--- config.mk ---
export PLATFORM = sky130hd
export DESIGN_NAME = touch_button_press_hold_release
export DESIGN_NICKNAME = d
export VERILOG_FILES = /design/src/hdl/tbphr_pkg.sv /design/src/hdl/touch_button_press_hold_release.sv /design/src/hdl/tbphr_lane.sv /design/src/hdl/tbphr_merge.sv
export VERILOG_INCLUDE_DIRS = /design/src /design/src/hdl
export SDC_FILE = /design/constraint.sdc
export NUM_CORES = 1
export LEC_CHECK = 0
export BUFFER_PORTS_ARGS = -buffer_cell sky130_fd_sc_hd__buf_2
export CAP_MARGIN = 20
export CELL_PAD_IN_SITES_DETAIL_PLACEMENT = 0
export CELL_PAD_IN_SITES_GLOBAL_PLACEMENT = 2
export CORE_MARGIN = 2
export CORE_UTILIZATION = 35
export DETAILED_ROUTE_END_ITERATION = 10
export PLACE_DENSITY = 0.87
export SYNTH_ARGS = -nofsm -noshare
export SYNTH_HDL_FRONTEND = slang
export SYNTH_SLANG_ARGS = --single-unit
export TNS_END_PERCENT = 10
--- constraint.sdc ---
create_clock -name i_clk -period 5.3 [get_ports i_clk]
set_clock_uncertainty 0.05 [all_clocks]
set_input_delay 1.59 -clock i_clk [delete_from_list [all_inputs] [get_ports i_clk]]
set_output_delay 1.59 -clock i_clk [all_outputs]
set_load 0.005 [all_outputs]
--- src/hdl/touch_button_press_hold_release_assert.svh ---
// assertion macros for the touch button tracker
`ifndef TOUCH_BUTTON_PRESS_HOLD_RELEASE_ASSERT_SVH
`define TOUCH_BUTTON_PRESS_HOLD_RELEASE_ASSERT_SVH

// same-cycle implication
`define TBPHR_ASSERT_NOW(lbl, ante, cons) \
    lbl: assert property (@(posedge i_clk) disable iff (!i_rst_n) (ante) |-> (cons)) \
        else $error("tbphr assertion failed");

// next-cycle implication
`define TBPHR_ASSERT_NEXT(lbl, ante, cons) \
    lbl: assert property (@(posedge i_clk) disable iff (!i_rst_n) (ante) |=> (cons)) \
        else $error("tbphr assertion failed");

`endif

--- src/hdl/tbphr_pkg.sv ---
package tbphr_pkg;

    localparam int NUM_BUTTONS = 6;
    localparam int LANES       = 6;
    localparam int NUM_LANES   = (NUM_BUTTONS < LANES) ? NUM_BUTTONS : LANES;
    localparam int MASK_W      = 6;
    localparam int DELTA_W     = 8;
    localparam int THR_W       = 8;
    localparam int APB_AW      = 5;
    localparam int APB_DW      = 32;
    localparam int REG_IDX_W   = 3;
    localparam logic [THR_W-1:0] THR_RESET = 8'd64;

    typedef enum logic [1:0] {
        PH_IDLE    = 2'd0,
        PH_PRESSED = 2'd1,
        PH_HELD    = 2'd2
    } t_phase;

    typedef struct packed {
        logic                      new_event;
        logic [MASK_W-1:0]         touched_mask;
        logic signed [DELTA_W-1:0] delta_0;
        logic signed [DELTA_W-1:0] delta_1;
        logic signed [DELTA_W-1:0] delta_2;
        logic signed [DELTA_W-1:0] delta_3;
        logic signed [DELTA_W-1:0] delta_4;
        logic signed [DELTA_W-1:0] delta_5;
    } t_in_item;

    typedef struct packed {
        logic [MASK_W-1:0] press_mask;
        logic [MASK_W-1:0] hold_mask;
        logic [MASK_W-1:0] release_mask;
    } t_out_item;

    typedef struct packed {
        logic accept;
        logic new_event;
        logic armed;
    } t_lane_ctl;

    typedef struct packed {
        logic press;
        logic hold;
        logic rel;
    } t_lane_evt;

endpackage

--- src/hdl/touch_button_press_hold_release.sv ---
// channel   direction  handshake                    payload
// poll      in         i_in_valid / o_in_ready      i_in_data (t_in_item)
// events    out        o_out_valid / i_out_ready    o_out_data (t_out_item)
// config    in         psel penable pwrite pready   paddr, pwdata, prdata
//
// one poll per cycle while the output is free or drains; its event masks are
// registered at the transfer, set by the single per-button phase update in each lane
// synchronous active-low reset: all buttons idle, release check disarmed,
// thresholds 64
// a stalled output only blocks input when the output register is still full
`include "touch_button_press_hold_release_assert.svh"

module touch_button_press_hold_release
    import tbphr_pkg::*;
(
    input  logic              i_clk,
    input  logic              i_rst_n,
    input  logic              i_in_valid,
    output logic              o_in_ready,
    input  t_in_item          i_in_data,
    output logic              o_out_valid,
    input  logic              i_out_ready,
    output t_out_item         o_out_data,
    input  logic              psel,
    input  logic              penable,
    input  logic              pwrite,
    input  logic [APB_AW-1:0] paddr,
    input  logic [APB_DW-1:0] pwdata,
    output logic [APB_DW-1:0] prdata,
    output logic              pready
);

    logic [THR_W-1:0]          r_threshold [LANES];
    logic                      r_armed;
    logic                      w_accept;
    logic                      w_cfg_wr;
    logic [REG_IDX_W-1:0]      w_reg_idx;
    logic                      w_reg_ok;
    logic signed [DELTA_W-1:0] w_delta [LANES];
    t_lane_evt                 w_evt [LANES];
    t_lane_ctl                 w_ctl;

    assign pready     = 1'b1;
    assign w_cfg_wr   = psel && penable && pwrite && pready;
    assign w_reg_idx  = paddr[APB_AW-1:2];
    assign w_reg_ok   = (w_reg_idx < REG_IDX_W'(LANES));

    always_ff @(posedge i_clk) begin
        if (!i_rst_n) begin
            for (int i = 0; i < LANES; i++) begin
                r_threshold[i] <= THR_RESET;
            end
        end else if (w_cfg_wr && w_reg_ok) begin
            r_threshold[w_reg_idx] <= pwdata[THR_W-1:0];
        end
    end

    always_comb begin
        prdata = '0;
        if (w_reg_ok) begin
            prdata = {{(APB_DW-THR_W){1'b0}}, r_threshold[w_reg_idx]};
        end
    end

    assign o_in_ready = !o_out_valid || i_out_ready;
    assign w_accept   = i_in_valid && o_in_ready;

    always_ff @(posedge i_clk) begin
        if (!i_rst_n) begin
            r_armed <= 1'b0;
        end else if (w_accept) begin
            if (i_in_data.new_event) begin
                r_armed <= 1'b1;
            end else begin
                r_armed <= 1'b0;
            end
        end
    end

    assign w_ctl.accept    = w_accept;
    assign w_ctl.new_event = i_in_data.new_event;
    assign w_ctl.armed     = r_armed;

    assign w_delta[0] = i_in_data.delta_0;
    assign w_delta[1] = i_in_data.delta_1;
    assign w_delta[2] = i_in_data.delta_2;
    assign w_delta[3] = i_in_data.delta_3;
    assign w_delta[4] = i_in_data.delta_4;
    assign w_delta[5] = i_in_data.delta_5;

    for (genvar g = 0; g < LANES; g++) begin : g_lane
        if (g < NUM_LANES) begin : g_on
            tbphr_lane u_lane (
                .i_clk       (i_clk),
                .i_rst_n     (i_rst_n),
                .i_ctl       (w_ctl),
                .i_touched   (i_in_data.touched_mask[g]),
                .i_delta     (w_delta[g]),
                .i_threshold (r_threshold[g]),
                .o_evt       (w_evt[g])
            );
        end else begin : g_off
            assign w_evt[g] = '0;
        end
    end

    tbphr_merge u_merge (
        .i_clk       (i_clk),
        .i_rst_n     (i_rst_n),
        .i_load      (w_accept),
        .i_evt       (w_evt),
        .i_out_ready (i_out_ready),
        .o_out_valid (o_out_valid),
        .o_out_data  (o_out_data)
    );

    `TBPHR_ASSERT_NOW(a_masks_disjoint, o_out_valid,
        ((o_out_data.press_mask & o_out_data.hold_mask) |
         (o_out_data.press_mask & o_out_data.release_mask) |
         (o_out_data.hold_mask & o_out_data.release_mask)) == '0)
    `TBPHR_ASSERT_NEXT(a_idle_poll_quiet, w_accept && !i_in_data.new_event && !r_armed,
        (o_out_data.press_mask | o_out_data.hold_mask | o_out_data.release_mask) == '0)
    `TBPHR_ASSERT_NEXT(a_event_arms, w_accept && i_in_data.new_event,
        r_armed && (o_out_data.release_mask == '0))

endmodule

--- src/hdl/tbphr_lane.sv ---
module tbphr_lane
    import tbphr_pkg::*;
(
    input  logic                      i_clk,
    input  logic                      i_rst_n,
    input  t_lane_ctl                 i_ctl,
    input  logic                      i_touched,
    input  logic signed [DELTA_W-1:0] i_delta,
    input  logic [THR_W-1:0]          i_threshold,
    output t_lane_evt                 o_evt
);

    t_phase              r_phase;
    t_phase              n_phase;
    logic signed [DELTA_W:0] w_delta_x;
    logic signed [THR_W:0]   w_thr_x;
    logic                w_hit;

    assign w_delta_x = {i_delta[DELTA_W-1], i_delta};
    assign w_thr_x   = {1'b0, i_threshold};
    assign w_hit     = i_touched && (w_delta_x >= w_thr_x);

    always_ff @(posedge i_clk) begin
        if (!i_rst_n) begin
            r_phase <= PH_IDLE;
        end else begin
            r_phase <= n_phase;
        end
    end

    always_comb begin
        n_phase = r_phase;
        o_evt   = '0;
        if (i_ctl.accept) begin
            if (i_ctl.new_event) begin
                if (w_hit) begin
                    case (r_phase)
                        PH_PRESSED: begin
                            n_phase   = PH_HELD;
                            o_evt.hold = 1'b1;
                        end
                        PH_HELD: begin
                            n_phase = PH_HELD;
                        end
                        default: begin
                            n_phase    = PH_PRESSED;
                            o_evt.press = 1'b1;
                        end
                    endcase
                end
            end else if (i_ctl.armed && !i_touched) begin
                case (r_phase)
                    PH_PRESSED, PH_HELD: begin
                        n_phase   = PH_IDLE;
                        o_evt.rel = 1'b1;
                    end
                    default: begin
                        n_phase = r_phase;
                    end
                endcase
            end
        end
    end

endmodule

--- src/hdl/tbphr_merge.sv ---
module tbphr_merge
    import tbphr_pkg::*;
(
    input  logic      i_clk,
    input  logic      i_rst_n,
    input  logic      i_load,
    input  t_lane_evt i_evt [LANES],
    input  logic      i_out_ready,
    output logic      o_out_valid,
    output t_out_item o_out_data
);

    logic      r_valid;
    t_out_item r_data;
    t_out_item n_data;

    always_comb begin
        n_data = '0;
        for (int i = 0; i < LANES; i++) begin
            n_data.press_mask[i]   = i_evt[i].press;
            n_data.hold_mask[i]    = i_evt[i].hold;
            n_data.release_mask[i] = i_evt[i].rel;
        end
    end

    always_ff @(posedge i_clk) begin
        if (!i_rst_n) begin
            r_valid <= 1'b0;
        end else if (i_load) begin
            r_valid <= 1'b1;
        end else if (i_out_ready) begin
            r_valid <= 1'b0;
        end
    end

    always_ff @(posedge i_clk) begin
        if (i_load) begin
            r_data <= n_data;
        end
    end

    assign o_out_valid = r_valid;
    assign o_out_data  = r_data;

endmodule

# Yosys cells after proc, flatten, opt, wreduce, memory -nomap -nowiden
# Memory sizes are Yosys's and may differ from the RTL's.
# Cells that the tools add are included.
[word_totals] reg_bits=32 ramBits=48 out_inout_bits=53 wordCells=179 n_memories=1
[memory_table] name="r_threshold" words=6 width=8 read_ports=7 rd_clocked_by_memory_dff=0 write_ports=6 line_no="touch_button_press_hold_release.sv:33" rtl="logic [THR_W-1:0] r_threshold [LANES];"
[classes] n_lt_le_gt_ge=7 n_eq_ne=18 muxes=59 bitwise_logic=6 n_reduce_logical=62
[op_table] cell="$mux W2" count=30
[op_table] cell="$ge A8 B9 Y1" count=6
[op_table] cell="$mux W1" count=26
[op_table] cell="$reduce_bool A2 Y1" count=13
[op_table] cell="$reduce_and A4 Y1" count=6
[op_table] cell="$reduce_or A2 Y1" count=12
[op_table] cell="$logic_and A1 B1 Y1" count=16
[op_table] cell="$mux W8" count=2
[op_table] cell="$eq A2 B1 Y1 const B" count=6
[op_table] cell="$eq A2 B2 Y1 const B" count=6
[op_table] cell="$ne A2 B1 Y1 const B" count=6
[op_table] cell="$reduce_and A2 Y1" count=6
[op_table] cell="$reduce_or A8 Y1" count=1
[op_table] cell="$logic_not A1 Y1" count=7
[op_table] cell="$not A1 Y1" count=6
[op_table] cell="$lt A3 B3 Y1 const B" count=1
[op_table] cell="$mux W3" count=1
[op_table] cell="$logic_or A1 B1 Y1" count=1

# Depth between registers and ports, before layout
# Gate-level depths: netlist (run 1).
[depth] depth_word=8 ltp_mapped=8 depth_no_buf=7

# By module
# From an unflattened synthesis (run 1), not the netlist that was laid out.
[unflattened] cells_unflattened=509 hier_area_um2=5581.6
[modules_own_cells] module="touch_button_press_hold_release" instances=1 cells_per_inst=200 area_per_inst_um2=2597.5 seq_area_each_um2=1461.4
[modules_own_cells] module="tbphr_lane" instances=6 cells_per_inst=48 area_per_inst_um2=400.4 seq_area_each_um2=40.0
[modules_own_cells] module="tbphr_merge" instances=1 cells_per_inst=21 area_per_inst_um2=581.8 seq_area_each_um2=560.5

# Least setup slack after synthesis (run 1)
# No wires, ideal clock.
[synth_timing] path_kind="in2out" start="input port paddr[2]" end="output port prdata[0]" arrival_ps=2336 path_slack_ps=1324 stages=4 n_path_buf=1 path_cell_list="buf_8 mux4_2 inv_1 o22ai_1"
[synth_between] elab_chain_len=2 word_cells_on_any_way=3 cone_classes="order compare (1); mux (1); memory (1)"
[synth_lines] element="from (decl)" line_no="touch_button_press_hold_release.sv:27" rtl="input logic [APB_AW-1:0] paddr,"
[synth_lines] element="$mem_v2 Z6 W8 / $lt A3 B3 Y1 (equally long branches)"
[synth_lines] element="$mux W8 *" line_no="touch_button_press_hold_release.sv:60" rtl="if (w_reg_ok) begin"
[synth_lines] element="to (decl)" line_no="touch_button_press_hold_release.sv:29" rtl="output logic [APB_DW-1:0] prdata,"
# Mark *: on every way between the ends. The rest lies on a longest branch, timed or not.

# Worst setup path in the final report (run 1)
# Ends and elaborated chain as after synthesis.

==> results of run 1 <==
-- where the power goes --
group          internal [mW]  switching (mW)  leakage, nW
Combinational          0.102           0.137         1.96
Sequential             0.709          0.0182        0.755
Clock                  0.364           0.256        0.137
Total                   1.17           0.411         2.85
-- cell type report --
| cell class | count | share of cell area [%] |
|---|---|---|
| sequential | 80 | 35.76 |
| clock inverter | 7 | 1.108 |
| tap | 211 | 4.173 |
| antenna | 1 | 0.03956 |
| timing repair buffer | 102 | 8.109 |
| inverter | 95 | 5.637 |
| multi-input combinational | 345 | 41.61 |
| clock buffer | 9 | 3.560 |
-- routing by layer --
layer	vias up	share of wire, %	track usage (%)
met5	-	0	0
met4	0	2.0	5.946
met3	16	6.4	3.468
met2	130	49	28.61
met1	1995	43	20.83
li1	2040	-	-
-- final timing paths --
check,startpoint,to
worst max-delay path,paddr[2],prdata[0]
worst min-delay path,r_armed,r_armed
worst min register to register,r_armed,r_armed
worst max register to register,r_threshold[3][5],u_merge.o_out_data[9]
-- cell usage after synthesis (3+ instances only) --
| library cell | instances |
|---|---|
| ha_1 | 60 |
| nand2b_1 | 4 |
| nor3_1 | 6 |
| dfxtp_1 | 14 |
| buf_2 | 3 |
| a221oi_2 | 5 |
| buf_4 | 25 |
| a21oi_1 | 19 |
| o21ai_0 | 11 |
| mux2i_1 | 8 |
| nor2_1 | 58 |
| nand2_1 | 24 |
| o311ai_1 | 5 |
| nand3_1 | 13 |
| o21bai_1 | 4 |
| and3_1 | 5 |
| o221ai_1 | 4 |
| nand4b_1 | 10 |
| a41oi_1 | 5 |
| o22ai_1 | 9 |
| or3_1 | 5 |
| a211oi_2 | 4 |
| o32a_1 | 5 |
| mux4_2 | 8 |
| nor2b_1 | 8 |
| nand3_4 | 3 |
| and2_1 | 6 |
| inv_1 | 94 |
| nand2b_2 | 4 |
| edfxtp_1 | 66 |
| buf_6 | 5 |
-- flip-flops by register name, indices dropped and copies added (netlist names) --
name,count
u_merge.o_out_valid,1
r_armed,1
g_lane.g_on.u_lane.r_phase,12
r_threshold,48
u_merge.o_out_data,18
-- worst max-delay path: cells and delay by family --
family          cells  cell delay (ps)
buf+inv             3              720
mux                 1              590
compound gates      1               80
-- kinds of logic after synthesis --
family / after synthesis / synth area share (%)
fa+ha+maj: 60 / 13.66
flops: 80 / 41.18
buf+inv: 134 / 12.48
simple gates: 157 / 15.69
compound gates: 87 / 12.12
other cells: 2 / 0.1367
mux: 16 / 4.737
-- through the flow --
| stage | instances | total power, mW | util, % | hold WS (ps) | setup WS (ps) |
|---|---|---|---|---|---|
| 2_1_floorplan | 559 | 0.9012 | - | 425.4 | 1324 |
| 3_3_place_gp | 832 | 0.9705 | 39.48 | 435.5 | 664.3 |
| 3_5_place_dp | 832 | 0.9813 | 39.48 | 450.9 | 626.3 |
| 4_1_cts | 848 | 1.604 | 41.41 | 459.9 | 625.2 |
| 5_1_grt | 850 | 1.653 | 41.46 | 494.8 | 561.6 |
| 6_report | 850 | 1.586 | 41.46 | 454.0 | 671.9 |
==> flow_summary.ini, run 1 <==
[synth]
netlist.area_leader.share_pct = 36.07
synth_top_cell_by_area = edfxtp_1
syn_inst = 536
syn_avg_cell_area_um2 = 10.25
synthTopCellsByArea = edfxtp_1 36%, ha_1 14%, inv_1 6.4%
async_reset_ff_share_pct = 0
yosysWarnings = 0
synth_seq_cells = 80
synth_edf_count = 66
synth.distinct_cells = 57
netlist_area_um2 = 5494
yosysSeqAreaShare_pct = 41.18
ys.flop_type = edfxtp_1

[grt]
grt_max_degree = 31
overflow = 0
grt_pass1_vias = 4092
grt_pass1_wl_um = 20890
antenna_found_initial = 1
grtUsageTotal_pct = 16.67

[sta]
finalHoldViolations = 0
setup_viol = 0
slew_headroom_pct = 58.53
worst_slew_pin_slew_ps = 622.0
fmax_mhz = 216.1
period_share_pct = 87.32
slew_violations = 0
setup_tns_ps = 0
rsz0062_at_grt = false
fin_crit_ps = 4628

[cells_and_area]
area_growth_syn_to_layout_pct = 15.14
final_common_cell = buf_2
fin_nets = 792
fill_cells = 1507
layout-drive-gt1-share_pct = 23.51
multi_input_area_um2 = 2633
final_area_um2 = 6326
mostFrequentLayoutCells = 101 x buf_2, 94 x inv_1, 66 x edfxtp_1
regArea_um2 = 2262

[pwr]
ir_drop_mv = 0.1788
power_density_nw_per_um2 = 250.7
p_leak_nw = 2.849

[floorplanning]
dieArea_um2 = 16720
die_h_um = 129.3
start_util_pct = 36.01
fp-row-count = 45
die_x_um = 129.3
core_area_um2 = 15260
io_pins = 152

[clock_tree]
insertion_delay_ps = 350
cts_resized = 0
cts_buffer_depth = 2
cts_buffers = 9
clkSlewWorstSetupHoldPaths_ps = 60
cts_tree = yes
root_buffer = clkbuf_16
clock_sinks = 80
h-tree-depth = 3
post_cts_buffers = 0
hold_buffers = 0

[flow_run]
cap_violations = 0

[placement]
portBuffers = 100
place_area_um2 = 6023
place_congestion = 0.8412
hpwlAfterDp_um = 11000

[outcome]
outcome = finished clean

[setup_path]
path_common_cell = buf_2
crit_required_ps = 3660
start_kind = primary input
rrSetupSlack_ps = 3190
max_stage_delay_ps = 590
crit_type = in2out
worstPathMaxFanout = 19
cp.arrival_ps = 2990
cp-end-kind = output pin
ff2ff_path_depth = 7
slowest_stage = mux4_2
path_cells = buf_2 -> mux4_2 -> inv_1 -> o22ai_1 -> buf_2

[routing]
totalWireLength_um = 13650
vias = 4181
drcViolationCount = 0
avgRoutedWirePerCell_um = 16.06
first_pass_iters = 4
vias_per_cell = 4.919
ant_nets = 0
drt_iter0_markers = 230

[hold_path]
whs_path_depth = 2
hold_path.class = reg2reg
Note: power is estimated with default switching activity, not from simulation.
==> inputs of run 2 (changes only) <==
CELL_PAD_IN_SITES_DETAIL_PLACEMENT = unset   (was 0)
CELL_PAD_IN_SITES_GLOBAL_PLACEMENT = unset   (was 2)
PLACE_DENSITY = 0.58   (was 0.87)
SYNTH_HIERARCHICAL = 1   (was unset)
==> flow_summary.ini, run 2 <==
[synth]
ys.flop_type = edfxtp_1
syn_avg_cell_area_um2 = 10.97
synth_most_common_cell = inv_1
yosysWarnings = 6
synthTopCellsByArea = edfxtp_1 36%, ha_1 13%, and2_1 5.4%
synth_seq_cells = 80
netlist.area_leader.share_pct = 35.51
syn_inst = 509
synth_top_cell_by_area = edfxtp_1
async_reset_ff_share_pct = 0
synth_edf_count = 66
synthTopCellsByCount = 67 x inv_1, 66 x edfxtp_1, 60 x ha_1
yosysSeqAreaShare_pct = 40.53
synth.distinct_cells = 44
netlist_area_um2 = 5582

[pwr]
power_density_nw_per_um2 = 257.7
power_frac_comb_pct = 14.8
p_int_mw = 1.278
swShare_pct = 24.10
p_leak_nw = 3.115
power.share.clock_pct = 42.0
p_seq_share_pct = 43.2
power.switching_mw = 0.4060
ir_drop_mv = 0.1533

[setup_path]
rr_startpoint = u_merge/o_out_valid
crit_family = buffers and inverters
path_cells = buf_2 -> mux2i_1 -> o32a_1 -> o21ai_1 -> buf_2
worstPathMaxFanout = 23
slowest_stage = buf_2
max_stage_delay_ps = 440
start_kind = primary input
crit_required_ps = 3660
cp-end-kind = output pin
crit_type = in2out
startpoint = paddr[2]
path_buf_inv = 2
cp.arrival_ps = 2800
path_common_cell = buf_2

[hold_path]
hold_path.class = reg2reg
hp-start = g_lane[4].g_on.u_lane/r_phase[1]

[floorplanning]
die_h_um = 130.3
start_util_pct = 35.52
die_x_um = 130.3
core_area_um2 = 15710
dieArea_um2 = 16970
fp-row-count = 46
io_pins = 152

[grt]
antenna_found_initial = 0
grt_max_degree = 35
grt_pass1_wl_um = 20200
grtUsageTotal_pct = 15.83
overflow = 0
grt_pass1_vias = 4016

[cells_and_area]
regArea_um2 = 2262
layout-drive-gt1-share_pct = 27.20
fill_cells = 1529
multi_input_area_um2 = 2898
mostFrequentLayoutCells = 101 x buf_2, 67 x inv_1, 66 x edfxtp_1
antennaDiodeCount = 0
top_register = r_threshold
final_core_util_pct = 41.60
largest_reg_flops = 48
fin_nets = 769
final_common_cell = buf_2
area_growth_syn_to_layout_pct = 17.10

[sta]
fmax_mhz = 225.0
fin_crit_ps = 4445
slew_violations = 0
setup_viol = 0
period_share_pct = 83.86
rsz0062_at_grt = false
slew_headroom_pct = 46.91
setup_tns_ps = 0
worst_slew_pin_slew_ps = 796.4
finalHoldViolations = 0

[clock_tree]
cts_resized = 0
insertion_delay_ps = 330
clkSlewWorstSetupHoldPaths_ps = 60
cts_tree = yes
hold_buffers = 0
cts_buffers = 9
clock_sinks = 80
root_buffer = clkbuf_16
cts_buffer_depth = 2
h-tree-depth = 3
post_cts_buffers = 0

[routing]
drt_iter0_markers = 193
vias_per_cell = 4.770
vias = 3959
ant_nets = 0
first_pass_iters = 4
avgRoutedWirePerCell_um = 15.89
drcViolationCount = 0
totalWireLength_um = 13190

[placement]
portBuffers = 100
place_congestion = 0.8050
hpwlAfterDp_um = 10790

[outcome]
outcome = finished clean

[flow_run]
cap_violations = 0
run 2: cell types whose count changed in the layout (fill, tap and decap cells not counted), moves of 10 or more:
cell / delta
nor2_1: -57
and2_1: +42
inv_1: -27
nand2b_1: +15
mux2i_1: +14
o21ai_1: +12
and3_1: +10
nand4b_1: -10
run 2: logic make-up after synthesis:
kind of cell             count (synthesis)  share of synthesized area (%)
other                                    2                         0.1345
AO/OA/AOI/OAI                           92                          13.61
flip-flops                              80                          40.53
multiplexers                            24                          4.349
adder cells (fa/ha/maj)                 60                          13.45
buffers and inverters                  102                          9.101
AND/OR/NAND/NOR                        149                          18.83
run 2: final cells by class:
class	instances	area share, %
clock buffer	9	3.446
sequential	80	34.61
timing repair buffer	102	7.848
inverter	67	3.848
clock inverter	6	1.780
tap	216	4.135
multi-input combinational	350	44.33
run 2: per-layer routing:
layer / vias up / track usage [%] / share of wire [%]
met5: - / 0 / 0
met4: 0 / 3.985 / 1.3
met3: 12 / 3.403 / 4.4
met2: 97 / 29.10 / 52
li1: 1969 / - / -
met1: 1881 / 18.73 / 43
run 2: per-stage QoR:
stage | worst slack (ps) | hold WS, ps | area (um2) | power (mW) | std cells
after floorplan | 1294 | 378.4 | 5668 | 0.8998 | 532
after global placement | 848.3 | 385.3 | 6190 | 0.9828 | 814
after detailed placement | 819.7 | 389.7 | 6190 | 0.9924 | 814
after CTS | 814.1 | 399.8 | 6531 | 1.704 | 829
after global routing | 783.2 | 428.1 | 6536 | 1.768 | 830
final | 855.4 | 398.4 | 6536 | 1.684 | 830
run 2: power by group through the flow:
stage | clock network [mW] | registers (mW) | logic (mW)
floorplan | 0 | 0.734 | 0.166
global placement | 0 | 0.741 | 0.241
detailed placement | 0 | 0.742 | 0.251
CTS | 0.723 | 0.728 | 0.252
global route | 0.757 | 0.731 | 0.280
finish | 0.707 | 0.728 | 0.249
run 2: worst min-delay path: cells and delay by family (launching register included):
kind               cells  cell delay, ps
AOI/OAI and AO/OA      1              50
DFF                    1             310
and+or+nand+nor        1              50
run 2: path summary, 6_finish.rpt:
path | to | slack (ps) | depth (start not counted)
max | prdata[1] | 860 | 5
min | g_lane[4].g_on.u_lane/r_phase[1] | 400 | 2
max reg2reg | g_lane[1].g_on.u_lane/r_phase[1] | 3300 | 6
min reg2reg | g_lane[4].g_on.u_lane/r_phase[1] | 400 | 2
==> inputs of run 3 (changes only) <==
clock period = 4.27 ns   (was 5.3 ns; I/O delays follow)
==> flow_summary.ini, run 3 (synthesis results as in run 2) <==
[floorplanning]
io_pins = 152
fp-row-count = 46
start_util_pct = 35.52
die_x_um = 130.3
core_area_um2 = 15710
die_h_um = 130.3
dieArea_um2 = 16970

[clock_tree]
h-tree-depth = 3
clock_sinks = 80
clkSlewWorstSetupHoldPaths_ps = 60
insertion_delay_ps = 340
cts_tree = yes
cts_buffers = 9
post_cts_buffers = 0
hold_buffers = 0
cts_resized = 0
cts_buffer_depth = 2
root_buffer = clkbuf_16

[cells_and_area]
fill_cells = 1573
mostFrequentLayoutCells = 100 x buf_2, 67 x inv_1, 66 x edfxtp_1
area_growth_syn_to_layout_pct = 16.52
finalNonFillerCells = 833
multi_input_area_um2 = 2898
largest_reg_flops = 48
regArea_um2 = 2262
final_common_cell = buf_2
layout-drive-gt1-share_pct = 27.27
fin_nets = 770
top_register = r_threshold

[hold_path]
hp-start = g_lane[5].g_on.u_lane/r_phase[1]
hold_path_end = g_lane[5].g_on.u_lane/r_phase[1]
hold_path.class = reg2reg
whs_path_depth = 2

[setup_path]
ff2ff_path_depth = 6
path_common_cell = buf_2
start_kind = primary input
cp-end-kind = output pin
slowest_stage = buf_2
worstPathMaxFanout = 23
crit_family = buffers and inverters
r2r_end = u_merge/o_out_data[10]
path_cells = buf_2 -> mux2i_1 -> o32a_1 -> o21ai_1 -> buf_2
crit_type = in2out
rrSetupSlack_ps = 2450
path_buf_inv = 2
rr_startpoint = r_threshold[4][6]
crit_required_ps = 2940
cp.arrival_ps = 2530
max_stage_delay_ps = 440

[routing]
vias_per_cell = 4.754
drt_iter0_markers = 184
vias = 3960
avgRoutedWirePerCell_um = 15.70
first_pass_iters = 4
drcViolationCount = 0
totalWireLength_um = 13080
ant_nets = 0

[sta]
slew_violations = 0
worst_slew_pin_slew_ps = 553.6
setup_tns_ps = 0
period_share_pct = 90.45
slew_headroom_pct = 63.09
fmax_mhz = 258.9
setup_viol = 0
finalHoldViolations = 0
fin_crit_ps = 3862
rsz0062_at_grt = false

[pwr]
ir_drop_mv = 0.1952
p_seq_share_pct = 45.7
p_leak_nw = 3.093
power_density_nw_per_um2 = 304.0
power.share.clock_pct = 38.7
finalPower_mw = 1.977
power.switching_mw = 0.5080
p_int_mw = 1.469
swShare_pct = 25.69
power_frac_comb_pct = 15.6

[flow_run]
cap_violations = 0

[outcome]
outcome = finished clean

[placement]
hpwlAfterDp_um = 10790
portBuffers = 100
dp_cells = 816
place_congestion = 0.7814

[grt]
grt_pass1_wl_um = 20040
grt_max_degree = 38
grt_pass1_vias = 4004
overflow = 0
antenna_found_initial = 0
grtUsageTotal_pct = 15.68
-- run 3: cell count changes in the layout (fill, tap and decap cells not counted), sizes merged --
| cell | delta |
|---|---|
| buf | +1 |
| bufinv | -2 |
| clkbuf | +1 |
| clkinv | +1 |
| clkinvlp | +2 |
| diode | +1 |
| inv | -1 |
-- run 3: cell type report --
type                    instances  area share, %
inverters                      67          3.867
multi-input cells             350          44.56
flip-flops and latches         80          34.78
well taps                     216          4.155
diodes                          1        0.03848
clock inverters                 6          1.039
repair buffers                103          8.042
clock buffers                  10          3.521
-- run 3: power by group through the flow --
stage	logic (mW)	clock network (mW)	registers [mW]
final	0.309	0.765	0.903
after global routing	0.349	0.809	0.907
after CTS	0.315	0.779	0.904
after detailed placement	0.313	0	0.920
after global placement	0.301	0	0.920
after floorplan	0.206	0	0.911
-- run 3: worst min-delay path: stages, from the launching register on --
cell and delay, ps:
dfxtp_1 310, nand2_1 50, o21ai_1 50
-- run 3: metal layers --
layer	wire length [um]	GRT usage [%]	share of wire (%)
met1	5558	18.74	43
met2	6670	28.46	51
met3	581	2.419	4.4
met4	265	5.756	2.0
met5	0	0	0
-- run 3: worst max-delay path by stage --
| stage | start | end | slack [ps] | cells after the start |
|---|---|---|---|---|
| 3_5_place_dp | paddr[2] | prdata[1] | 420 | 5 |
| 3_3_place_gp | paddr[2] | prdata[1] | 430 | 5 |
| 2_1_floorplan | paddr[3] | prdata[3] | 880 | 5 |
| 4_1_cts | paddr[2] | prdata[1] | 420 | 5 |
| 5_1_grt | paddr[3] | prdata[3] | 330 | 5 |
| 6_report | paddr[2] | prdata[1] | 410 | 5 |
-- run 3: metrics by stage --
| stage | setup WS (ps) | utilization [%] | hold WS (ps) | instance area, um2 |
|---|---|---|---|---|
| after floorplan | 882.4 | - | 378.4 | 5668 |
| after CTS | 418.9 | 41.38 | 400.6 | 6501 |
| final | 407.6 | 41.39 | 399.2 | 6504 |
| after global routing | 329.3 | 41.38 | 409.5 | 6501 |
| after global placement | 427.7 | 39.49 | 385.0 | 6205 |
| after detailed placement | 417.3 | 39.49 | 392.6 | 6205 |
